### src/sv/masked_byte_pattern_search_assert.svh
// Assertion macros for the masked byte pattern search block.
// The including module must provide i_clk and the active-low reset i_rst_n.
`ifndef MASKED_BYTE_PATTERN_SEARCH_ASSERT_SVH
`define MASKED_BYTE_PATTERN_SEARCH_ASSERT_SVH

// Same-cycle implication, sampled on the rising clock edge outside reset.
`define MBPS_ASSERT_NOW(label, ante, cons, msg) \
    label: assert property (@(posedge i_clk) disable iff (!i_rst_n) (ante) |-> (cons)) \
        else $error(msg);

// Next-cycle implication, sampled on the rising clock edge outside reset.
`define MBPS_ASSERT_NEXT(label, ante, cons, msg) \
    label: assert property (@(posedge i_clk) disable iff (!i_rst_n) (ante) |=> (cons)) \
        else $error(msg);

`endif

### src/sv/mbps_pkg.sv
// Shared types and constants for the masked byte pattern search block.
// No dependencies; used by the register block and the top level.
package mbps_pkg;

    localparam int unsigned MAX_PATTERN_LEN_DEF = 32;
    localparam int unsigned PAT_BYTES           = 32;
    localparam int unsigned LEN_W               = 6;
    localparam int unsigned ADDR_W              = 32;
    localparam int unsigned APB_ADDR_W          = 6;
    localparam int unsigned APB_DATA_W          = 64;

    typedef enum logic [2:0] {
        REG_PAT_0_7   = 3'd0,
        REG_PAT_8_15  = 3'd1,
        REG_PAT_16_23 = 3'd2,
        REG_PAT_24_31 = 3'd3,
        REG_WILDCARD  = 3'd4,
        REG_LENGTH    = 3'd5,
        REG_BASE      = 3'd6
    } t_reg_idx;

    // Scalar view of the configuration, prepared ahead of the compare stage.
    typedef struct packed {
        logic [LEN_W-1:0]  len;
        logic              len_nz;
        logic [ADDR_W-1:0] base_minus_len;
    } t_cfg_view;

endpackage

### src/sv/mbps_if.sv
// Valid/ready stream interfaces for the byte input and the result output.
// No dependencies.
interface mbps_in_if;
    logic       valid;
    logic       ready;
    logic [7:0] data_byte;
    logic       end_of_region;

    modport source (output valid, output data_byte, output end_of_region, input ready);
    modport sink   (input valid, input data_byte, input end_of_region, output ready);
endinterface

interface mbps_out_if;
    logic        valid;
    logic        ready;
    logic        found;
    logic [31:0] match_address;

    modport source (output valid, output found, output match_address, input ready);
    modport sink   (input valid, input found, input match_address, output ready);
endinterface

### src/sv/mbps_cfg.sv
// APB register block for the masked byte pattern search block.
// Depends on mbps_pkg; also registers the length-aligned pattern for the compare.
module mbps_cfg #(
    parameter int unsigned MAX_PATTERN_LEN = mbps_pkg::MAX_PATTERN_LEN_DEF
) (
    input  logic                             i_clk,
    input  logic                             i_rst_n,
    input  logic                             psel,
    input  logic                             penable,
    input  logic                             pwrite,
    input  logic [mbps_pkg::APB_ADDR_W-1:0]  paddr,
    input  logic [mbps_pkg::APB_DATA_W-1:0]  pwdata,
    output logic [mbps_pkg::APB_DATA_W-1:0]  prdata,
    output logic                             pready,
    output mbps_pkg::t_cfg_view              o_view,
    output logic [7:0]                       o_apat [MAX_PATTERN_LEN],
    output logic [MAX_PATTERN_LEN-1:0]       o_care
);
    import mbps_pkg::*;

    logic [APB_DATA_W-1:0] r_pat [4];
    logic [31:0]           r_mask;
    logic [LEN_W-1:0]      r_len;
    logic [ADDR_W-1:0]     r_base;

    t_reg_idx              w_idx;
    logic                  w_wr;
    logic [7:0]            w_pat_byte [PAT_BYTES];
    logic [LEN_W-1:0]      w_len_eff;
    logic [7:0]            n_apat [MAX_PATTERN_LEN];
    logic [MAX_PATTERN_LEN-1:0] n_care;

    assign pready = 1'b1;
    assign w_idx  = t_reg_idx'(paddr[5:3]);
    assign w_wr   = psel && penable && pwrite && pready;

    always_ff @(posedge i_clk) begin
        if (!i_rst_n) begin
            r_pat[0] <= '0;
            r_pat[1] <= '0;
            r_pat[2] <= '0;
            r_pat[3] <= '0;
            r_mask   <= '0;
            r_len    <= LEN_W'(1);
            r_base   <= '0;
        end else if (w_wr) begin
            case (w_idx)
                REG_PAT_0_7:   r_pat[0] <= pwdata;
                REG_PAT_8_15:  r_pat[1] <= pwdata;
                REG_PAT_16_23: r_pat[2] <= pwdata;
                REG_PAT_24_31: r_pat[3] <= pwdata;
                REG_WILDCARD:  r_mask   <= pwdata[31:0];
                REG_LENGTH:    r_len    <= pwdata[LEN_W-1:0];
                REG_BASE:      r_base   <= pwdata[ADDR_W-1:0];
                default: ;
            endcase
        end
    end

    always_comb begin
        case (w_idx)
            REG_PAT_0_7:   prdata = r_pat[0];
            REG_PAT_8_15:  prdata = r_pat[1];
            REG_PAT_16_23: prdata = r_pat[2];
            REG_PAT_24_31: prdata = r_pat[3];
            REG_WILDCARD:  prdata = {32'd0, r_mask};
            REG_LENGTH:    prdata = {{(APB_DATA_W-LEN_W){1'b0}}, r_len};
            REG_BASE:      prdata = {32'd0, r_base};
            default:       prdata = '0;
        endcase
    end

    always_comb begin
        for (int k = 0; k < PAT_BYTES; k++) begin
            w_pat_byte[k] = r_pat[k / 8][(k % 8) * 8 +: 8];
        end
    end

    // Lengths above the window depth saturate to the window depth.
    assign w_len_eff = (r_len > LEN_W'(MAX_PATTERN_LEN)) ? LEN_W'(MAX_PATTERN_LEN) : r_len;

    // Window entry j holds the byte that pattern position len-1-j must match,
    // so the compare stage needs no variable indexing.
    always_comb begin
        logic [LEN_W-1:0] pos;
        for (int j = 0; j < MAX_PATTERN_LEN; j++) begin
            pos = w_len_eff - LEN_W'(j) - LEN_W'(1);
            if (LEN_W'(j) < w_len_eff) begin
                n_apat[j] = w_pat_byte[pos[4:0]];
                n_care[j] = !r_mask[pos[4:0]];
            end else begin
                n_apat[j] = '0;
                n_care[j] = 1'b0;
            end
        end
    end

    // Derived values are registered from the registers; the user must make configuration
    // changes only while the block is idle, and the block itself does not enforce this.
    always_ff @(posedge i_clk) begin
        o_apat                <= n_apat;
        o_care                <= n_care;
        o_view.len            <= w_len_eff;
        o_view.len_nz         <= (w_len_eff != '0);
        o_view.base_minus_len <= r_base - {{(ADDR_W-LEN_W){1'b0}}, w_len_eff};
    end

endmodule

### src/sv/masked_byte_pattern_search.sv
// Masked byte pattern search: a byte transaction is registered at the input and its
// result is then registered in the output register, where it waits until it is taken.
// One byte is accepted every cycle while results are taken; the window register and
// the parallel compare stage set that rate. Reset is synchronous, active low: the
// configuration, counters and flags clear and the pattern length returns to one.
// Depends on mbps_pkg, mbps_if and mbps_cfg.
`include "masked_byte_pattern_search_assert.svh"

module masked_byte_pattern_search #(
    parameter int unsigned MAX_PATTERN_LEN = mbps_pkg::MAX_PATTERN_LEN_DEF
) (
    input  logic                             i_clk,
    input  logic                             i_rst_n,
    mbps_in_if.sink                          i_in,
    mbps_out_if.source                       o_out,
    input  logic                             psel,
    input  logic                             penable,
    input  logic                             pwrite,
    input  logic [mbps_pkg::APB_ADDR_W-1:0]  paddr,
    input  logic [mbps_pkg::APB_DATA_W-1:0]  pwdata,
    output logic [mbps_pkg::APB_DATA_W-1:0]  prdata,
    output logic                             pready
);
    import mbps_pkg::*;

    t_cfg_view                  w_view;
    logic [7:0]                 w_apat [MAX_PATTERN_LEN];
    logic [MAX_PATTERN_LEN-1:0] w_care;

    logic [7:0]        r_window [MAX_PATTERN_LEN];
    logic [ADDR_W-1:0] r_count;
    logic              r_s1_valid;
    logic [ADDR_W-1:0] r_s1_seen;
    logic              r_s1_counted;
    logic              r_s1_last;
    logic              r_matched;
    logic              r_out_valid;
    logic              r_found;
    logic [ADDR_W-1:0] r_addr;

    logic              w_in_acc;
    logic              w_adv;
    logic              w_counted;
    logic [ADDR_W-1:0] n_seen;
    logic [MAX_PATTERN_LEN-1:0] w_eq;
    logic              w_hit;
    logic              w_emit;

    mbps_cfg #(
        .MAX_PATTERN_LEN(MAX_PATTERN_LEN)
    ) u_cfg (
        .i_clk   (i_clk),
        .i_rst_n (i_rst_n),
        .psel    (psel),
        .penable (penable),
        .pwrite  (pwrite),
        .paddr   (paddr),
        .pwdata  (pwdata),
        .prdata  (prdata),
        .pready  (pready),
        .o_view  (w_view),
        .o_apat  (w_apat),
        .o_care  (w_care)
    );

    // Stage two moves on when the result register is free or being emptied.
    assign w_adv       = r_s1_valid && (!r_out_valid || o_out.ready);
    assign i_in.ready  = !r_s1_valid || w_adv;
    assign w_in_acc    = i_in.valid && i_in.ready;

    assign w_counted = (r_count != '1);
    assign n_seen    = w_counted ? r_count + ADDR_W'(1) : r_count;

    always_ff @(posedge i_clk) begin
        if (w_in_acc) begin
            r_window[0] <= i_in.data_byte;
            for (int j = 1; j < MAX_PATTERN_LEN; j++) begin
                r_window[j] <= r_window[j-1];
            end
            r_s1_seen    <= n_seen;
            r_s1_counted <= w_counted;
            r_s1_last    <= i_in.end_of_region;
        end
    end

    always_ff @(posedge i_clk) begin
        if (!i_rst_n) begin
            r_count    <= '0;
            r_s1_valid <= 1'b0;
        end else begin
            if (w_in_acc) begin
                r_count <= i_in.end_of_region ? '0 : n_seen;
            end
            if (w_in_acc) begin
                r_s1_valid <= 1'b1;
            end else if (w_adv) begin
                r_s1_valid <= 1'b0;
            end
        end
    end

    always_comb begin
        for (int j = 0; j < MAX_PATTERN_LEN; j++) begin
            w_eq[j] = !w_care[j] || (r_window[j] == w_apat[j]);
        end
    end

    assign w_hit  = !r_matched && r_s1_counted && w_view.len_nz &&
                    (r_s1_seen >= {{(ADDR_W-LEN_W){1'b0}}, w_view.len}) && (&w_eq);
    assign w_emit = w_hit || (r_s1_last && !r_matched);

    always_ff @(posedge i_clk) begin
        if (!i_rst_n) begin
            r_matched   <= 1'b0;
            r_out_valid <= 1'b0;
        end else begin
            if (w_adv) begin
                if (r_s1_last) begin
                    r_matched <= 1'b0;
                end else if (w_hit) begin
                    r_matched <= 1'b1;
                end
            end
            if (w_adv) begin
                r_out_valid <= w_emit;
            end else if (o_out.ready) begin
                r_out_valid <= 1'b0;
            end
        end
    end

    always_ff @(posedge i_clk) begin
        if (w_adv && w_emit) begin
            r_found <= w_hit;
            r_addr  <= w_hit ? w_view.base_minus_len + r_s1_seen : '0;
        end
    end

    assign o_out.valid         = r_out_valid;
    assign o_out.found         = r_found;
    assign o_out.match_address = r_addr;

    `MBPS_ASSERT_NOW(a_notfound_zero, r_out_valid && !r_found, r_addr == '0, "not-found result carries a non-zero address")
    `MBPS_ASSERT_NEXT(a_region_clears_flag, w_adv && r_s1_last, !r_matched, "match flag survived the end of a region")
    `MBPS_ASSERT_NEXT(a_hit_sets_flag, w_adv && w_hit && !r_s1_last, r_matched && r_out_valid && r_found, "match did not produce a found result")
    `MBPS_ASSERT_NEXT(a_last_clears_count, w_in_acc && i_in.end_of_region, r_count == '0, "byte count not cleared after the last byte of a region")

endmodule
### src/flat_wrapper.sv
// flat-port wrapper written by rule: the top's interface ports become plain ports
module masked_byte_pattern_search_flat import mbps_pkg::*;
#(
    parameter int unsigned MAX_PATTERN_LEN = mbps_pkg::MAX_PATTERN_LEN_DEF
)
  (i_clk, i_rst_n, psel, penable, pwrite, paddr, pwdata, prdata, pready, i_in_valid, i_in_data_byte, i_in_end_of_region, i_in_ready, o_out_valid, o_out_found, o_out_match_address, o_out_ready);
  mbps_in_if i_in_i ();
  mbps_out_if o_out_i ();
  input  logic i_clk;
  input  logic i_rst_n;
  input  logic psel;
  input  logic penable;
  input  logic pwrite;
  input  logic [mbps_pkg::APB_ADDR_W-1:0] paddr;
  input  logic [mbps_pkg::APB_DATA_W-1:0] pwdata;
  output logic [mbps_pkg::APB_DATA_W-1:0] prdata;
  output logic pready;
  input wire logic [$bits(i_in_i.valid)-1:0] i_in_valid;
  input wire logic [$bits(i_in_i.data_byte)-1:0] i_in_data_byte;
  input wire logic [$bits(i_in_i.end_of_region)-1:0] i_in_end_of_region;
  output wire logic [$bits(i_in_i.ready)-1:0] i_in_ready;
  output wire logic [$bits(o_out_i.valid)-1:0] o_out_valid;
  output wire logic [$bits(o_out_i.found)-1:0] o_out_found;
  output wire logic [$bits(o_out_i.match_address)-1:0] o_out_match_address;
  input wire logic [$bits(o_out_i.ready)-1:0] o_out_ready;
  assign i_in_i.valid = i_in_valid;
  assign i_in_i.data_byte = i_in_data_byte;
  assign i_in_i.end_of_region = i_in_end_of_region;
  assign i_in_ready = i_in_i.ready;
  assign o_out_valid = o_out_i.valid;
  assign o_out_found = o_out_i.found;
  assign o_out_match_address = o_out_i.match_address;
  assign o_out_i.ready = o_out_ready;
  masked_byte_pattern_search #(.MAX_PATTERN_LEN(MAX_PATTERN_LEN)) u_core (.i_clk(i_clk), .i_rst_n(i_rst_n), .i_in(i_in_i), .o_out(o_out_i), .psel(psel), .penable(penable), .pwrite(pwrite), .paddr(paddr), .pwdata(pwdata), .prdata(prdata), .pready(pready));
endmodule
### config.mk
export PLATFORM = sky130hd
export DESIGN_NAME = masked_byte_pattern_search_flat
export DESIGN_NICKNAME = d
export VERILOG_FILES = /design/src/sv/mbps_pkg.sv /design/src/sv/mbps_if.sv /design/src/sv/mbps_cfg.sv /design/src/sv/masked_byte_pattern_search.sv /design/src/flat_wrapper.sv
export VERILOG_INCLUDE_DIRS = /design/src /design/src/sv
export SDC_FILE = /design/constraint.sdc
export NUM_CORES = 2
export LEC_CHECK = 0
export ABC_CLOCK_PERIOD_IN_PS = 9900
export BUFFER_PORTS_ARGS = -buffer_cell sky130_fd_sc_hd__buf_2
export CELL_PAD_IN_SITES_DETAIL_PLACEMENT = 2
export CELL_PAD_IN_SITES_GLOBAL_PLACEMENT = 2
export CORE_MARGIN = 1.5
export CORE_UTILIZATION = 40
export CTS_BUF_LIST = sky130_fd_sc_hd__clkbuf_8
export CTS_CLUSTER_SIZE = 24
export DETAILED_ROUTE_END_ITERATION = 16
export PLACE_DENSITY_LB_ADDON = 0.1
export SYNTH_ARGS = -nofsm -noshare
export SYNTH_HDL_FRONTEND = slang
export SYNTH_HIERARCHICAL = 1
export SYNTH_SLANG_ARGS = --single-unit
### constraint.sdc
create_clock -name i_clk -period 9.9 [get_ports i_clk]
set_clock_uncertainty 0.1 [all_clocks]
set_input_delay 0 -clock i_clk [delete_from_list [all_inputs] [get_ports i_clk]]
set_output_delay 0 -clock i_clk [all_outputs]
set_load 0.02 [all_outputs]
==> impl_metrics.tcl <==
set metrics [dict create \
    cap_violations 0 \
    core_area_um2 140000 \
    crit_type "reg2reg" \
    grt_overflow 0 \
    setup_viol 0 \
    ys.flop_type "edfxtp_1" \
    post-synth-top-count-cell "edfxtp_1" \
    finalSetupTns_ns 0 \
    wl_um 281000 \
    crit_required_ns 10.55 \
    synth_top_cell_area_share_pct 30.8 \
    drive_gt1_share_pct 18.1 \
    ys_ff_latch 1011 \
    hold_viol 0 \
    leakage_nw 24.6 \
    synth_common_cells "579 x edfxtp_1, 562 x mux2i_1, 432 x dfxtp_1" \
    ir_worst_vdd_mv 0.141 \
    clkSlewWorstSetupHoldPaths_ns 0.06 \
    synth_edf_count 579 \
    yosysUniqueCellTypes 100 \
    ys_top_cells_by_area "edfxtp_1 31%, dfxtp_1 15%, mux4_2 10%" \
    cts_root_buf "clkbuf_8" \
    drt_iter0_drc 5101 \
    syn_area_um2 56500 \
    gr-usage-all-layers_pct 38.9 \
    area_delta_synth_final_pct 14.3 \
    ys_seq_area_share_pct 46.1 \
    design_area_um2 64600 \
    path_max_fanout 36 \
    critPathLaunchType "register" \
    yosys_warnings 6 \
    startpoint "u_core/u_cfg/r_len[5]" \
    syn_avg_cell_area_um2 11.9 \
    status "finished, final reports clean" \
    drc 0 \
    ctsResizeCount 0 \
    grt_pass1_vias 46800 \
    chipWidth_um 379 \
    async_flop_share_pct 0 \
    r2r-start "u_core/u_cfg/r_len[5]" \
    hp-start "i_in_valid" \
    wl_per_cell_um 39.6 \
    via_per_inst 6.46 \
    die_y_um 379 \
    dp_hpwl_um 214000 \
    synth_cells 4751 \
    numCtsBuffers 179 \
    grt_setup_unrepaired "false" \
    htree_levels 4 \
    min_period_over_period_pct 59.2 \
    fmax_mhz 171 \
    io_buffers 181 \
    final_net_count 5209 \
    final-max-slew-violation-count 0 \
    grt_max_degree 154 \
    period_minus_slack_ns 5.86 \
    syn_nets 4898 \
    crit_path_end_kind "register" \
    fill_cells 14100 \
    power_density_nw_per_um2 160 \
    row_count 137 \
    crit_arrival_ns 6.50 \
    ios 186 \
    dr.pass1.iters 5 \
    worst_pin_slew_ns 1.39 \
    slew-limit-headroom_pct 4.76 \
    placed_area_um2 59200 \
    synth_top_cell_by_area "edfxtp_1" \
    hold_class "in2reg" \
    dieArea_um2 144000 \
    cts.sinks 1011 \
    clockBufferDepth 3 \
    start_util_pct 40.4 \
    antenna_found_initial 22 \
    vias 45900 \
    gp_congestion 1.03 \
    ant_nets 0 \
    cts_tree "done" \
    grt_pass1_wl_um 383000 \
    insertion_delay_ns 0.96 \
]
## state kept, by name (all words and copies together), names as in the netlist, 32 cells and up
register / cells
u_core/u_cfg/r_pat: 256
u_core/u_cfg/r_base: 32
u_core/u_cfg/o_view: 39
u_core/u_cfg/o_apat: 256
u_core/u_cfg/o_care: 32
u_core/r_window: 256
u_core/r_s1_seen: 32
u_core/r_count: 32
u_core/u_cfg/r_mask: 32
u_core/o_out.match_address: 32
## worst paths after layout
path	to	slack, ns	cells after the start
worst max-delay path	u_core/u_cfg/o_apat[208]	4.04	11
worst min register to register	u_core/r_window[0][60]	0.35	0
worst max register to register	u_core/u_cfg/o_apat[208]	4.04	11
worst min-delay path	u_core/r_count[13]	0.18	6
## final cells by class
cell class	instances	area, um^2	share of cell area [%]
multi-input combinational	3350	28900	44.8
sequential	1011	26000	40.3
timing repair buffer	430	3200	4.96
clock buffer	220	3030	4.69
tap	1876	2350	3.63
clock inverter	111	683	1.06
inverter	90	355	0.550
antenna	15	37.5	0.0581
## per-layer routing
metal,vias to the layer above,global-route usage (%),routed length (um)
met1,24100,49.1,109000
met4,10,24.5,20800
met2,2443,58.7,123000
met3,525,10.7,27800
met5,-,0,62
li1,18800,-,-
## repair_timing
action,CTS,global route
hold endpoints to repair,472,0
buffers inserted,0,0
hold buffers,165,0
## cell usage in the layout, fill, tap and decap left out, drive strengths merged, types with 87 or more instances in the layout
cell,n
dlygate4sd3,165
and2,278
buf,264
a21oi,131
mux4,254
mux2i,562
inv,164
a22oi,87
a22o,175
xnor2,302
o21ai,119
edfxtp,579
dfxtp,432
nand2,344
clkbuf,221
nor2,145
## through the flow
step	hold WS (ns)	power, mW	instances	worst slack [ns]	util [%]
2_1_floorplan	-0.00113	5.58	4751	1.02	-
3_3_place_gp	0.0768	6.20	6590	4.30	42.3
3_5_place_dp	0.0783	6.24	6590	4.26	42.3
5_1_grt	0.169	10.6	7089	4.07	46.2
6_report	0.180	10.4	7103	4.04	46.2
4_1_cts	0.117	10.3	7086	4.27	46.2
## worst max-delay path, stage by stage (launching register included)
cell      delay, ns
dfxtp_2        0.68
buf_4          0.50
nand2b_2       0.62
buf_4          0.48
inv_2          0.13
buf_4          0.31
buf_4          0.36
ha_2           0.38
buf_4          0.59
mux2i_1        0.76
nand2_1        0.21
a32o_1         0.48
## report_power, final
part	total (mW)	leakage, nW	switching (mW)	internal, mW
Combinational	1.40	13.3	0.917	0.486
Sequential	4.87	9.11	0.246	4.63
Clock	4.08	2.15	1.94	2.14
Total	10.4	24.6	3.10	7.25
## logic make-up after synthesis
group           share of synthesized area [%]
simple gates                             10.5
flops                                    46.1
other cells                           0.00663
xor+xnor                                 5.57
buf+inv                                  3.12
mux                                      21.7
compound gates                           11.7
fa+ha+maj                                1.38
(Power assumes the default switching activity.)
